--- src/rtl/svk_pkg.sv ---
`timescale 1ns / 1ps
// ============================================================================
// svk_pkg
// Types and constants shared by the SVM kernel evaluator modules.
// ============================================================================
package svk_pkg;

   // Kernel modes.
   localparam logic [1:0] MODE_LINEAR = 2'd0;
   localparam logic [1:0] MODE_RBF    = 2'd1;
   localparam logic [1:0] MODE_POLY   = 2'd2;
   localparam logic [1:0] MODE_TANH   = 2'd3;

   // Register indexes on the configuration port.
   localparam logic [1:0] REG_MODE   = 2'd0;
   localparam logic [1:0] REG_GAMMA  = 2'd1;
   localparam logic [1:0] REG_BIAS   = 2'd2;
   localparam logic [1:0] REG_DEGREE = 2'd3;

   // Register reset values.
   localparam logic [1:0]  MODE_RESET   = MODE_LINEAR;
   localparam logic [31:0] GAMMA_RESET  = 32'h0100_0000;
   localparam logic [31:0] BIAS_RESET   = 32'h0000_0000;
   localparam logic [3:0]  DEGREE_RESET = 4'd2;

   // Fixed point constants.
   localparam logic [31:0] LN2_Q32      = 32'd2977044472;
   localparam logic [62:0] HUGE_MAG     = 63'h4000_0000_0000_0000;
   localparam logic [31:0] ONE_Q16      = 32'h0001_0000;
   localparam logic [3:0]  TAYLOR_TERMS = 4'd12;

   // Shared unit widths.
   localparam int MUL_W   = 33;
   localparam int DIV_N_W = 64;
   localparam int DIV_D_W = 34;

   // Divider request and response.
   typedef struct packed {
      logic               start;
      logic [DIV_N_W-1:0] dividend;
      logic [DIV_D_W-1:0] divisor;
   } div_req_type;

   typedef struct packed {
      logic               done;
      logic [DIV_N_W-1:0] quotient;
   } div_rsp_type;

   // Finish sequencer states.
   typedef enum logic [3:0] {
      ST_IDLE,
      ST_G_LO,
      ST_G_HI,
      ST_SCALE,
      ST_BIAS,
      ST_POW_MUL,
      ST_POW_ACC,
      ST_EXP_INIT,
      ST_EXP_LN2,
      ST_TAY_MUL,
      ST_TAY_DIV,
      ST_TAY_WAIT,
      ST_EXP_END,
      ST_TANH_DIV,
      ST_TANH_WAIT,
      ST_DONE
   } state_type;

endpackage

--- src/rtl/svk_mul.sv ---
`timescale 1ns / 1ps
// ============================================================================
// svk_mul
// Shared unsigned multiplier with a registered product that holds its value.
// ============================================================================
module svk_mul (
   input  logic                          clock,
   input  logic                          enable,
   input  logic [svk_pkg::MUL_W-1:0]     op_a,
   input  logic [svk_pkg::MUL_W-1:0]     op_b,
   output logic [2*svk_pkg::MUL_W-1:0]   product
);
   import svk_pkg::*;

   logic [2*MUL_W-1:0] product_ff;

   // The product is loaded only when a new operation is issued.
   always_ff @(posedge clock) begin
      if (enable) begin
         product_ff <= op_a * op_b;
      end
   end

   assign product = product_ff;

endmodule

--- config.mk ---
export PLATFORM = sky130hd
export DESIGN_NAME = svk_mul
export DESIGN_NICKNAME = d
export VERILOG_FILES = /design/src/rtl/svk_pkg.sv /design/src/rtl/svk_mul.sv
export SDC_FILE = /design/constraint.sdc
export NUM_CORES = 2
export LEC_CHECK = 0
export BUFFER_PORTS_ARGS = -buffer_cell sky130_fd_sc_hd__buf_4
export CAP_MARGIN = 20
export CORE_UTILIZATION = 51
export CTS_BUF_LIST = sky130_fd_sc_hd__clkbuf_16
export DETAILED_ROUTE_END_ITERATION = 10
export PLACE_DENSITY = 0.7
export SLEW_MARGIN = 20
export SYNTH_ARGS = -nofsm -noshare
export SYNTH_HDL_FRONTEND = slang
export SYNTH_SLANG_ARGS = --single-unit
--- constraint.sdc ---
create_clock -name clock -period 10.08 [get_ports clock]
set_clock_uncertainty 0.2 [all_clocks]
set_input_delay 3.024 -clock clock [delete_from_list [all_inputs] [get_ports clock]]
set_output_delay 3.024 -clock clock [all_outputs]
set_load 0.01 [all_outputs]
* Yosys cells after proc, flatten, opt, wreduce, memory -nomap -nowiden
Index checks and enable logic that the tools add are counted. W data, S select, Z words.
Word-level totals: bits in registers 66, input port bits 68, output and inout bits 66, word-level logic and storage cells 2
Operators by class: $mul 1
Operators by type and width (count):
- $mul A33 B33 Y66 | 1

* Logic depth before layout (Yosys ltp)
depth in word-level cells 1, depth in mapped cells 30, gate-level depth less buffers 28

* Least setup slack after synthesis
No wires, ideal clock.
path kind input to register, start point input op_b[0] (netlist bit), end point register product_ff[58] (netlist: product[58]) (data pin), setup time 261 ps, arrival time 9990 ps, required time 9619 ps, setup slack -370 ps, stages 28, path buffers 2, cells stage by stage clkbuf_1 -> and2_1 -> fa_1 -> inv_1 -> fa_1 -> inv_1 -> fa_1 -> inv_1 -> fa_1 -> inv_1 -> fa_1 -> fa_1 -> fa_1 -> inv_1 -> fa_1 -> inv_1 -> ha_1 -> buf_2 -> nand2_1 -> or4_1 -> or3_1 -> o22ai_1 -> o211a_1 -> o21ai_2 -> nand3b_4 -> o31a_1 -> o21ai_2 -> xor2_1
On the way: cells in the longest elaborated chain, start to end 1
RTL lines:
- start: declaration | RTL line svk_mul.sv:10 | input logic [svk_pkg::MUL_W-1:0] op_b,
- $mul A33 B33 Y66 | RTL line svk_mul.sv:20 | product_ff <= op_a * op_b;
- end signal: assignment | RTL line svk_mul.sv:20
- end: declaration | RTL line svk_mul.sv:15 | logic [2*MUL_W-1:0] product_ff;
No other way between the ends. A chain may end at the register's enable or synchronous reset.

* Worst setup path in the final report
start point input op_a[19] (netlist bit), end point register product_ff[58] (netlist: product[58]) (data pin)
On the way: cells in the longest elaborated chain, start to end 1
RTL lines:
- start: declaration | RTL line svk_mul.sv:9 | input logic [svk_pkg::MUL_W-1:0] op_a,
- $mul A33 B33 Y66 | RTL line svk_mul.sv:20
No other way between the ends.

==> results.cfg <==
[detailed_routing]
drtPass1Iterations = 7
drc = 0
ant_nets = 0
avgViaCountPerCell = 5.214
via_count = 27750
wl_per_cell_um = 18.72
drt-total-wl_um = 99630
drt_iter0_drc = 1581

[worst_setup_path]
crit_fanout = 14
cp-end-kind = flop
crit_start = op_a[19]
cp.required_ns = 9.96
crit_arrival_ns = 10.08
critPathLaunchType = input port
crit_type = input port to flop

[synth]
synthArstFlopShare_pct = 0
synth_warnings = 0
synth.net_count = 5339
ys.flop_type = edfxtp_1
yosysSeqAreaShare_pct = 5.318
synth_top_area_share_pct = 51.46
synth_area_leaders = fa_1 (51%), inv_1 (11%), and2_1 (9.6%), ha_1 (8.9%), nand2_1 (5.7%)
synth.avg_cell_area_sq_um = 9.206
ys_types = 57
syn_inst = 4048
yosys.area.top_type = fa_1
ys_ff_latch = 66
syn_area_sq_um = 37270
synth_edf_count = 66

[sta]
finalHoldViolCount = 0
tns_ns = -0.3524
rsz0062_at_grt = yes
slew_headroom_pct = 41.32
setup_ws_ns = -0.1183
timing.fmax_ghz = 0.09806
slew_violations = 0
layout_min_cycle_time_ns = 10.20
period_share_pct = 101.2
setup_violations = 7
tightest_slew_ns = 0.8802

[layout]
fin_cells = 5321
area_growth_syn_to_layout_pct = 15.20
multi_input_area_sq_um = 31250
final_nets = 5654
regArea_sq_um = 1982
fill_cells = 6233
layout-drive-gt1-share_pct = 16.23
largest_reg_flops = 66
finish.utilization_pct = 59.75

[floorplanning]
die_h_um = 272.3
start_util_pct = 51.86
core_area_sq_um = 71850
die_w_um = 272.3
num_io_pins = 134
die-area_sq_um = 74160
num_rows = 98

[clocking]
htree_levels = 3
cts_tree = built
cts.sinks = 66
hold_buffers = 0
cts_buffer_depth = 2
root_buffer = clkbuf_16
path_clk_slew_ns = 0.06
numCtsBuffers = 9

[run_status]
status = finished with violations
violations = setup timing

[min_path]
whs_path_depth = 3
min-delay-start = op_b[0]
holdCritPathClass = input port to flop
whs_endpoint = product[0]$_DFFE_PP_

[placed_design]
routabilityCongestion = 0.9584
dp_hpwl_um = 86470
place_inst = 5273
portBuffers = 133

[grt]
grt_pass1_vias = 30060
grt_overflow = 0
grt_util_all_layers_pct = 27.73
grt_pass1_wl_um = 159000
antenna_found_initial = 3
grt_max_degree = 67

[job]
maxCapViolations = 0
per-stage QoR:
stage                     instance area [sq um]  hold slack, ns  worst slack [ns]
after detailed placement                  41530           3.234           -0.7039
after global placement                    41530           3.237           -0.5993
after CTS                                 42160           3.108           -0.1172
final                                     42930           3.038           -0.1183
after global routing                      42930           3.038           -0.3205
after floorplan                           37500           2.937           -0.1154
logic make-up after synthesis:
kind of cell / Yosys count / share of synthesized area (%)
buffers and inverters: 1260 / 12.70
AOI/OAI and AO/OA: 201 / 3.391
xor gates and xnor gates: 65 / 1.528
DFF: 66 / 5.318
and+or+nand+nor: 1233 / 16.70
adders and majority gates: 1223 / 60.36
synthesized netlist by cell type, types with 3 or more instances:
library cell,count
a211oi_1,5
a21boi_1,3
a21o_1,31
a21oi_1,73
a31oi_1,6
and2_1,574
and3_1,7
and4_1,4
clkbuf_1,209
edfxtp_1,66
fa_1,958
ha_1,265
inv_1,1048
nand2_1,567
nand3_1,10
nand4_1,16
nor2_1,33
nor2b_1,6
nor3_1,4
o21a_1,7
o21ai_0,15
o21ai_1,23
o21bai_1,8
o31ai_1,3
xnor2_1,41
xor2_1,24
layout make-up:
class | count | share of cell area, %
timing repair buffer | 515 | 9.918
multi-input combinational | 2722 | 72.80
inverter | 1049 | 9.172
clock inverter | 7 | 0.1807
antenna | 3 | 0.01749
clock buffer | 9 | 0.5246
tap | 950 | 2.769
sequential | 66 | 4.617
layer usage:
| layer | GRT usage (%) | up-vias | wire length [um] |
|---|---|---|---|
| met5 | 0 | - | 0 |
| met4 | 11.43 | 0 | 4892 |
| met3 | 2.953 | 232 | 4935 |
| met2 | 50.41 | 830 | 52950 |
| met1 | 33.37 | 14470 | 36850 |
| li1 | - | 12210 | - |
critical path: stages:
cell and delay, ns:
buf_8 0.14, buf_4 0.15, and2_4 0.15, fa_1 0.56, fa_2 0.45, fa_1 0.51
inv_1 0.05, fa_1 0.53, inv_1 0.05, fa_1 0.49, fa_1 0.47, fa_1 0.52
inv_1 0.05, fa_1 0.48, inv_1 0.07, ha_4 0.27, nand2_2 0.05, or4_4 0.53
or3_1 0.33, o22ai_2 0.24, o211a_1 0.18, o21ai_2 0.07, nand3b_4 0.17, o31a_1 0.28
o21ai_2 0.15, xor2_1 0.08
worst max path at each step:
stage / to / cells past startpoint
5_1_grt: product[58]$_DFFE_PP_ / 27
6_report: product[58]$_DFFE_PP_ / 26
4_1_cts: product[58]$_DFFE_PP_ / 28
3_3_place_gp: product[58]$_DFFE_PP_ / 27
3_5_place_dp: product[58]$_DFFE_PP_ / 28
2_1_floorplan: product[58]$_DFFE_PP_ / 28
timing repair:
| item | in CTS | in global routing |
|---|---|---|
| setup endpoints to repair | 22 | 28 |
| setup buffers | 10 | 19 |
| cloned | 1 | 1 |
| gates resized for setup | 61 | 169 |
| pin swaps | 24 | 79 |
layout by cell type (no fill, tap or decap), types with 31 or more instances in the layout:
cell type / Yosys / final
a21o_1: 31 / 31
inv_2: 1 / 39
buf_6: 0 / 35
inv_1: 1048 / 1010
ha_1: 265 / 252
buf_4: 0 / 460
and2_1: 574 / 546
fa_1: 958 / 939
a21oi_1: 73 / 51
edfxtp_1: 66 / 66
nand2_1: 567 / 563
xnor2_1: 41 / 36
Power is left out: the tool's default activity adds up to more than one toggle a clock period on the data nets, which glitch-free logic cannot reach.
