==> src/rtl/svk_pkg.sv <==
`timescale 1ns / 1ps
// ============================================================================
// svk_pkg
// Types and constants shared by the SVM kernel evaluator modules.
// ============================================================================
package svk_pkg;

   // Kernel modes.
   localparam logic [1:0] MODE_LINEAR = 2'd0;
   localparam logic [1:0] MODE_RBF    = 2'd1;
   localparam logic [1:0] MODE_POLY   = 2'd2;
   localparam logic [1:0] MODE_TANH   = 2'd3;

   // Register indexes on the configuration port.
   localparam logic [1:0] REG_MODE   = 2'd0;
   localparam logic [1:0] REG_GAMMA  = 2'd1;
   localparam logic [1:0] REG_BIAS   = 2'd2;
   localparam logic [1:0] REG_DEGREE = 2'd3;

   // Register reset values.
   localparam logic [1:0]  MODE_RESET   = MODE_LINEAR;
   localparam logic [31:0] GAMMA_RESET  = 32'h0100_0000;
   localparam logic [31:0] BIAS_RESET   = 32'h0000_0000;
   localparam logic [3:0]  DEGREE_RESET = 4'd2;

   // Fixed point constants.
   localparam logic [31:0] LN2_Q32      = 32'd2977044472;
   localparam logic [62:0] HUGE_MAG     = 63'h4000_0000_0000_0000;
   localparam logic [31:0] ONE_Q16      = 32'h0001_0000;
   localparam logic [3:0]  TAYLOR_TERMS = 4'd12;

   // Shared unit widths.
   localparam int MUL_W   = 33;
   localparam int DIV_N_W = 64;
   localparam int DIV_D_W = 34;

   // Divider request and response.
   typedef struct packed {
      logic               start;
      logic [DIV_N_W-1:0] dividend;
      logic [DIV_D_W-1:0] divisor;
   } div_req_type;

   typedef struct packed {
      logic               done;
      logic [DIV_N_W-1:0] quotient;
   } div_rsp_type;

   // Finish sequencer states.
   typedef enum logic [3:0] {
      ST_IDLE,
      ST_G_LO,
      ST_G_HI,
      ST_SCALE,
      ST_BIAS,
      ST_POW_MUL,
      ST_POW_ACC,
      ST_EXP_INIT,
      ST_EXP_LN2,
      ST_TAY_MUL,
      ST_TAY_DIV,
      ST_TAY_WAIT,
      ST_EXP_END,
      ST_TANH_DIV,
      ST_TANH_WAIT,
      ST_DONE
   } state_type;

endpackage

==> src/rtl/svk_div.sv <==
`timescale 1ns / 1ps
// ============================================================================
// svk_div
// Shared restoring divider, one quotient bit per cycle.
// ============================================================================
module svk_div (
   input  logic                 clock,
   input  logic                 reset,
   input  svk_pkg::div_req_type div_req,
   output svk_pkg::div_rsp_type div_rsp
);
   import svk_pkg::*;

   logic [DIV_N_W-1:0] dvd_ff, dvd_in;
   logic [DIV_D_W-1:0] dvs_ff, dvs_in;
   logic [DIV_D_W-1:0] rem_ff, rem_in;
   logic [5:0]         cnt_ff, cnt_in;
   logic               busy_ff, busy_in;
   logic               done_ff, done_in;
   logic [DIV_D_W:0]   trial;
   logic               fits;

   // One restoring step: shift in the next dividend bit and try to subtract.
   assign trial = {rem_ff, dvd_ff[DIV_N_W-1]};
   assign fits  = trial >= {1'b0, dvs_ff};

   always_comb begin
      dvd_in  = dvd_ff;
      dvs_in  = dvs_ff;
      rem_in  = rem_ff;
      cnt_in  = cnt_ff;
      busy_in = busy_ff;
      done_in = 1'b0;
      if (div_req.start) begin
         dvd_in  = div_req.dividend;
         dvs_in  = div_req.divisor;
         rem_in  = '0;
         cnt_in  = 6'd63;
         busy_in = 1'b1;
      end else if (busy_ff) begin
         dvd_in = {dvd_ff[DIV_N_W-2:0], fits};
         rem_in = fits ? DIV_D_W'(trial - {1'b0, dvs_ff}) : trial[DIV_D_W-1:0];
         cnt_in = cnt_ff - 6'd1;
         if (cnt_ff == 6'd0) begin
            busy_in = 1'b0;
            done_in = 1'b1;
         end
      end
   end

   always_ff @(posedge clock) begin
      if (reset) begin
         busy_ff <= 1'b0;
         done_ff <= 1'b0;
         cnt_ff  <= '0;
      end else begin
         busy_ff <= busy_in;
         done_ff <= done_in;
         cnt_ff  <= cnt_in;
      end
      dvd_ff <= dvd_in;
      dvs_ff <= dvs_in;
      rem_ff <= rem_in;
   end

   // The quotient accumulates in the dividend register.
   assign div_rsp.done     = done_ff;
   assign div_rsp.quotient = dvd_ff;

endmodule

==> config.mk <==
export PLATFORM = sky130hd
export DESIGN_NAME = svk_div
export DESIGN_NICKNAME = d
export VERILOG_FILES = /design/src/rtl/svk_pkg.sv /design/src/rtl/svk_div.sv
export SDC_FILE = /design/constraint.sdc
export NUM_CORES = 1
export LEC_CHECK = 0
export ABC_AREA = 0
export BUFFER_PORTS_ARGS = -buffer_cell sky130_fd_sc_hd__buf_2
export CORE_MARGIN = 2
export CORE_UTILIZATION = 57
export CTS_BUF_LIST = sky130_fd_sc_hd__clkbuf_8
export CTS_CLUSTER_DIAMETER = 120
export CTS_CLUSTER_SIZE = 20
export DETAILED_ROUTE_END_ITERATION = 6
export PLACE_DENSITY_LB_ADDON = 0.25
export RECOVER_POWER = 100
export SYNTH_ARGS = -nofsm -noshare
export SYNTH_HDL_FRONTEND = slang
export SYNTH_SLANG_ARGS = --single-unit
export TNS_END_PERCENT = 30
==> constraint.sdc <==
create_clock -name clock -period 3.75 [get_ports clock]
set_input_delay 0.375 -clock clock [delete_from_list [all_inputs] [get_ports clock]]
set_output_delay 0.375 -clock clock [all_outputs]
set_load 0.02 [all_outputs]
; Yosys cells after proc, flatten, opt, wreduce, memory -nomap -nowiden
; Cells that the tools add are included.
[classes]
n_addsub = 2
n_mul = 0
div = 0
n_lt_le_gt_ge = 1
n_eq_ne = 0
shifts = 0
muxes = 9
bitwise = 1
reduce_logical = 3
[ops]
columns = operator, count
row1 = 64-bit two-way mux, 2
row2 = 35-bit by 34-bit >= comparator with 1-bit output, 1
row3 = 34-bit two-way mux, 1
row4 = 34-bit subtractor, 1
row5 = 6-bit two-way mux, 2
row6 = 6-bit logical NOT, 1
row7 = "6-bit by 1-bit subtractor with 6-bit output, second input constant", 1
row8 = 1-bit two-way mux, 4
row9 = 3-bit OR reduction, 1
row10 = 2-bit nonzero test, 1
row11 = 1-bit NOT, 1
[word_totals]
reg_bits = 140
latchBits = 0
ram_bits = 0
romBits = 0
in_bits = 101
out_inout_bits = 65
word_cells = 22
n_memories = 0

; Longest topological paths before layout
[depth]
ltp_word = 4
ltp_mapped = 13
ltp_nobuf = 12

; Least setup slack after synthesis
; No wires, ideal clock.
[synth_timing]
path_type = reg2reg
from = register dvd_ff[63]
to = register rem_ff[30]
setup_ns = 0.123
arrival_ns = 2.797
required_time_ns = 3.627
path_slack_ns = 0.830
path_stages_with_launch = 13
n_path_buf = 0
synth_period_minus_slack_ns = 2.920
cell_sequence = edfxtp_1 -> inv_1 -> ha_1 -> inv_1 -> fa_1 -> a21o_1 -> a311o_1 -> nand4b_1 -> nand4_1 -> a311oi_1 -> o311ai_0 -> xnor2_1 -> o21ai_1
[synth_via]
elab_chain_cells = 2
word_cells_on_any_way = 3
classes_between = add/sub: 1 / order compare: 1 / mux: 1
[synth_lines]
columns = element, line
row1 = "start, declared", svk_div.sv:14  ; logic [DIV_N_W-1:0] dvd_ff, dvd_in;
row2 = "start signal, assigned", svk_div.sv:61  ; dvd_ff <= dvd_in;
row3 = 34-bit subtractor or 35-bit by 34-bit >= comparator with 1-bit output (tied branches), "svk_div.sv:42, svk_div.sv:25"
row4 = 34-bit two-way mux *, svk_div.sv:42  ; rem_in = fits ? DIV_D_W'(trial - {1'b0, dvs_ff}) : trial[DIV_D_W-1:0];
row5 = "end signal, assigned", svk_div.sv:63  ; rem_ff <= rem_in;
row6 = "end, declared", svk_div.sv:16  ; logic [DIV_D_W-1:0] rem_ff, rem_in;
; Mark *: on every way between the ends. The rest lies on a longest branch, timed or not.
; A chain may end at the register's enable or synchronous reset.

; Final worst setup path
[layout_timing]
from = register dvs_ff[4]
to = register rem_ff[10]
[layout_via]
elab_chain_cells = 2
word_cells_on_any_way = 3
classes_between = add/sub: 1 / order compare: 1 / mux: 1
[layout_lines]
columns = element, line
row1 = "start, declared", svk_div.sv:15  ; logic [DIV_D_W-1:0] dvs_ff, dvs_in;
row2 = "start signal, assigned", svk_div.sv:62  ; dvs_ff <= dvs_in;
row3 = 34-bit subtractor or 35-bit by 34-bit >= comparator with 1-bit output (tied branches), "svk_div.sv:42, svk_div.sv:25"
row4 = 34-bit two-way mux *, svk_div.sv:42
; Marks and branches as above.

==> results.txt <==
----------------------------------------------------
[Routing]
  Routed vias ... 5,947
  Number of remaining DRC errors ... 0
  Routed len/inst ... between 15 and 20 um
  Number of routed nets with antenna violations ... 0
  Vias per cell ... around 5.8
  First DRT Iteration DRCs ... between 300 and 400
  Pre-Repair DR Iteration Count ... 5
  Total Wirelength ... 17.6 mm

[Timing]
  Layout Skew ... just under 0.02 ns
  Worst relative slew slack ... 0.115
  Maximum achievable frequency ... just under 300 MHz
  Number of setup violations in the final report ... 0
  Period utilisation layout ... 0.920
  RSZ-0062 raised after global routing ... no
  Hold Vio Cnt, Final ... 0
  Slew at the pin closest to its max-slew limit ... ~1.3 ns
  Final min period ... roughly 3.4 ns
  Max-slew violation count ... 0
  Fin Setup TNS ... 0 ns

[Clock tree]
  Inserted Clock Buffers ... 17
  Clock sink total ... 140
  Cell chosen for the clock root ... sky130_fd_sc_hd__clkbuf_8
  Clk_lat worst skew ... 0.47 ns
  Setup Fix Bufs, Post-CTS ... 0
  Count of cells resized by post-cts repair ... 0
  Clock-pin slew on the worst setup and hold paths ... about 0.090 ns
  Number of buffers added to fix hold violations after cts ... 0
  CTS Buffer Depth ... 2
  H-tree depth ... 4
  CTS tree ... yes

[Setup path]
  Critical path buffers and inverters ... 2
  Crit Path Class ... register to register
  Data arrival time of the critical path ... about 3.8 ns
  Cell with the most instances on the worst path ... sky130_fd_sc_hd__nand2_1
  CP max stage delay ... a little under 0.7 ns
  Startpoint Class ... register
  Cell chain of the critical path ... inv_1, ha_1, a21oi_1, o22ai_1, a21oi_2, a211oi_1, or4_2, nand2_1, buf_4, nand2_1, o211a_1
  Cell class contributing the biggest share of worst-path delay ... simple AND/OR/NAND/NOR gates
  Worst Path Required ... just over 4 ns
  Critical-path maximum fanout ... 12
  Crit-path slowest cell ... sky130_fd_sc_hd__or4_2
  CP Capture Type ... register

[Logic synthesis]
  Warnings from Yosys ... 0
  Post-synth ARST share ... 0
  Cell variety after synth ... between 60 and 70
  Portion of the post-synthesis area used by sequential elements ... 0.497
  Total nets after synthesis ... roughly 800
  Gate Count Post-Synth ... 684
  Mean instance size in the synthesized netlist ... approximately 11 um2
  Area of the mapped netlist ... roughly 7600 um2
  Post-synth EDFFs ... 98
  Register bit count reported by yosys ... 140
  Main synth FF type ... sky130_fd_sc_hd__edfxtp_1

[Power and ir drop]
  Pwr Density ... around 460 nW/um2
  Portion of total power attributed to the clock network ... 0.330
  Logic gate share of total power ... 0.205
  Net switching power ... between 1 and 1.5 mW
  Static leakage power ... 3.53 nW
  Switching part of the total power ... 0.293
  Sequential group share of total power ... 0.466
  Cell internal pwr ... 2.86 mW
  Worst IR Drop VDD ... 0.472 mV

[Final layout]
  Count of nets after finishing ... slightly below 1,000
  Area growth from synthesis to layout ... 16.1%
  Fillers ... around 1,000
  Flip-flop and latch area ... approximately 3800 um2
  Share of cells above drive strength 1 ... 0.256
  Total inserted antenna cells ... 0
  Area of the multi-input gates ... 3440 um2
  Post-route cell area ... around 8800 um2
  Utilization after layout ... 0.673

[Global route]
  Overall global routing resource usage ... 0.248
  Vias in the first global route ... 5,835
  Remaining global-route overflow ... 0
  Maximum number of pins on one net before global-route repair ... 64
  Number of antenna violations at the first check in global routing ... 0
  Wire length of the first global-routing pass ... between 20 and 30 mm

[Floorplanning]
  Die height ... around 120 um
  Number of cell rows ... 42
  Width of the die ... between 100 and 150 um
  Starting Density ... 0.579
  Floorplan die area ... between 10,000 and 15,000 um2
  Area of the core ... approximately 13,000 um2
  I/O pin cnt ... between 150 and 200

[Run status]
  Result of the run ... finished clean

[Place]
  Placer Congestion ... 0.931
  Placed wire-length estimate after detailed placement ... 12.6 mm
  Count of input and output buffers ... between 150 and 200
  Placed instance area ... 8550 um2

[Worst hold path]
  Worst min-delay path class ... input pin to register

[Job]
  Max-cap check violation count ... 0

----------------------------------------------------
-- registers in the layout, summed over array words and instances (netlist names) --
signal and cells:
busy_ff 1, cnt_ff 6, done_ff 1, dvd_ff 64, dvs_ff 34, rem_ff 34
-- metal layers --
layer	wire length, um	global-route usage
met2	8800	0.413
met3	905	0.0580
met5	0	0
met4	357	0.106
met1	7550	0.309
-- through the flow --
step	setup slack, ns	total power, mW	cells	hold slack, ns
2_1_floorplan	0.830	2.51	684	0.458
3_3_place_gp	0.711	2.74	1001	0.475
3_5_place_dp	0.617	2.76	1001	0.501
4_1_cts	0.610	4.10	1033	0.0516
5_1_grt	0.144	4.23	1033	0.0554
6_report	0.301	4.05	1033	0.0787
-- power by group through the flow --
stage                     Combinational (mW)  Sequential (mW)  Clock [mW]
after floorplan                        0.514             2.00           0
after global placement                 0.831             1.91           0
after detailed placement               0.847             1.92           0
after CTS                              0.854             1.88        1.36
after global routing                   0.908             1.90        1.42
final                                  0.829             1.89        1.34
-- synth_stat cells, types with 7 or more instances --
master | n | share of area
sky130_fd_sc_hd__inv_1 | 46 | 0.023
sky130_fd_sc_hd__mux2_2 | 64 | 0.095
sky130_fd_sc_hd__nand3_1 | 14 | 0.0092
sky130_fd_sc_hd__nand4_1 | 8 | 0.0066
sky130_fd_sc_hd__xor2_1 | 13 | 0.015
sky130_fd_sc_hd__a21o_1 | 10 | 0.0099
sky130_fd_sc_hd__ha_1 | 36 | 0.059
sky130_fd_sc_hd__edfxtp_1 | 98 | 0.39
sky130_fd_sc_hd__a311oi_2 | 12 | 0.024
sky130_fd_sc_hd__dfxtp_1 | 42 | 0.11
sky130_fd_sc_hd__a311oi_1 | 8 | 0.0092
sky130_fd_sc_hd__xnor2_1 | 18 | 0.021
sky130_fd_sc_hd__o21a_1 | 7 | 0.0069
sky130_fd_sc_hd__nor3_1 | 8 | 0.0053
sky130_fd_sc_hd__clkbuf_1 | 16 | 0.0079
sky130_fd_sc_hd__nand2_1 | 61 | 0.030
sky130_fd_sc_hd__a21oi_1 | 39 | 0.026
sky130_fd_sc_hd__o21ai_0 | 21 | 0.014
sky130_fd_sc_hd__a31oi_1 | 7 | 0.0058
sky130_fd_sc_hd__nor2_1 | 43 | 0.021
sky130_fd_sc_hd__nor2b_1 | 8 | 0.0066
-- worst paths after layout --
path | from | to | slack, ns | cells past startpoint
setup reg to reg | dvs_ff[4] | rem_ff[10] | 0.30 | 11
setup / recovery | dvs_ff[4] | rem_ff[10] | 0.30 | 11
hold reg to reg | rem_ff[4] | rem_ff[5] | 0.49 | 2
hold / removal | div_req[33] | dvs_ff[33] | 0.08 | 1
-- area by class of cell --
type                       instances  share of cell area
inverter                          47              0.0200
timing repair buffer             173              0.0889
multi-input combinational        465               0.389
tap                              176              0.0249
clock inverter                    15              0.0222
sequential                       140               0.428
clock buffer                      17              0.0265
-- placed cells by master, fill, tap and decap left out, types with 6 or more instances in the layout --
master | synthesis | layout
sky130_fd_sc_hd__buf_2 | 4 | 99
sky130_fd_sc_hd__edfxtp_1 | 98 | 98
sky130_fd_sc_hd__clkbuf_1 | 16 | 68
sky130_fd_sc_hd__mux2_2 | 64 | 64
sky130_fd_sc_hd__nand2_1 | 61 | 62
sky130_fd_sc_hd__inv_1 | 46 | 48
sky130_fd_sc_hd__nor2_1 | 43 | 43
sky130_fd_sc_hd__dfxtp_1 | 42 | 42
sky130_fd_sc_hd__a21oi_1 | 39 | 39
sky130_fd_sc_hd__ha_1 | 36 | 36
sky130_fd_sc_hd__o21ai_0 | 21 | 22
sky130_fd_sc_hd__xnor2_1 | 18 | 18
sky130_fd_sc_hd__clkbuf_8 | 0 | 17
sky130_fd_sc_hd__a311oi_1 | 8 | 14
sky130_fd_sc_hd__nand3_1 | 14 | 14
sky130_fd_sc_hd__xor2_1 | 13 | 13
sky130_fd_sc_hd__a21o_1 | 10 | 10
sky130_fd_sc_hd__nor2b_1 | 8 | 8
sky130_fd_sc_hd__nor3_1 | 8 | 8
sky130_fd_sc_hd__nand4_1 | 8 | 8
sky130_fd_sc_hd__o21a_1 | 7 | 7
sky130_fd_sc_hd__a31oi_1 | 7 | 7
sky130_fd_sc_hd__a311oi_2 | 12 | 6
-- kinds of logic (layout without fill, tap and decap cells) --
family | Yosys count | after routing | share of synthesized area
AO/OA/AOI/OAI | 158 | 158 | 0.156
XOR/XNOR | 31 | 31 | 0.0357
adder cells (fa/ha/maj) | 37 | 37 | 0.0618
buffers and inverters | 79 | 252 | 0.0451
flip-flops | 140 | 140 | 0.497
multiplexers | 66 | 66 | 0.0973
AND/OR/NAND/NOR | 173 | 173 | 0.107
-- worst register-to-register path, cell delays in order (launching register included) --
cell and delay (ns):
sky130_fd_sc_hd__edfxtp_1 0.34, sky130_fd_sc_hd__inv_1 0.05, sky130_fd_sc_hd__ha_1 0.38, sky130_fd_sc_hd__a21oi_1 0.24, sky130_fd_sc_hd__o22ai_1 0.15, sky130_fd_sc_hd__a21oi_2 0.27, sky130_fd_sc_hd__a211oi_1 0.16, sky130_fd_sc_hd__or4_2 0.69
sky130_fd_sc_hd__nand2_1 0.36, sky130_fd_sc_hd__buf_4 0.27, sky130_fd_sc_hd__nand2_1 0.14, sky130_fd_sc_hd__o211a_1 0.30
(Power assumes the default switching activity.)
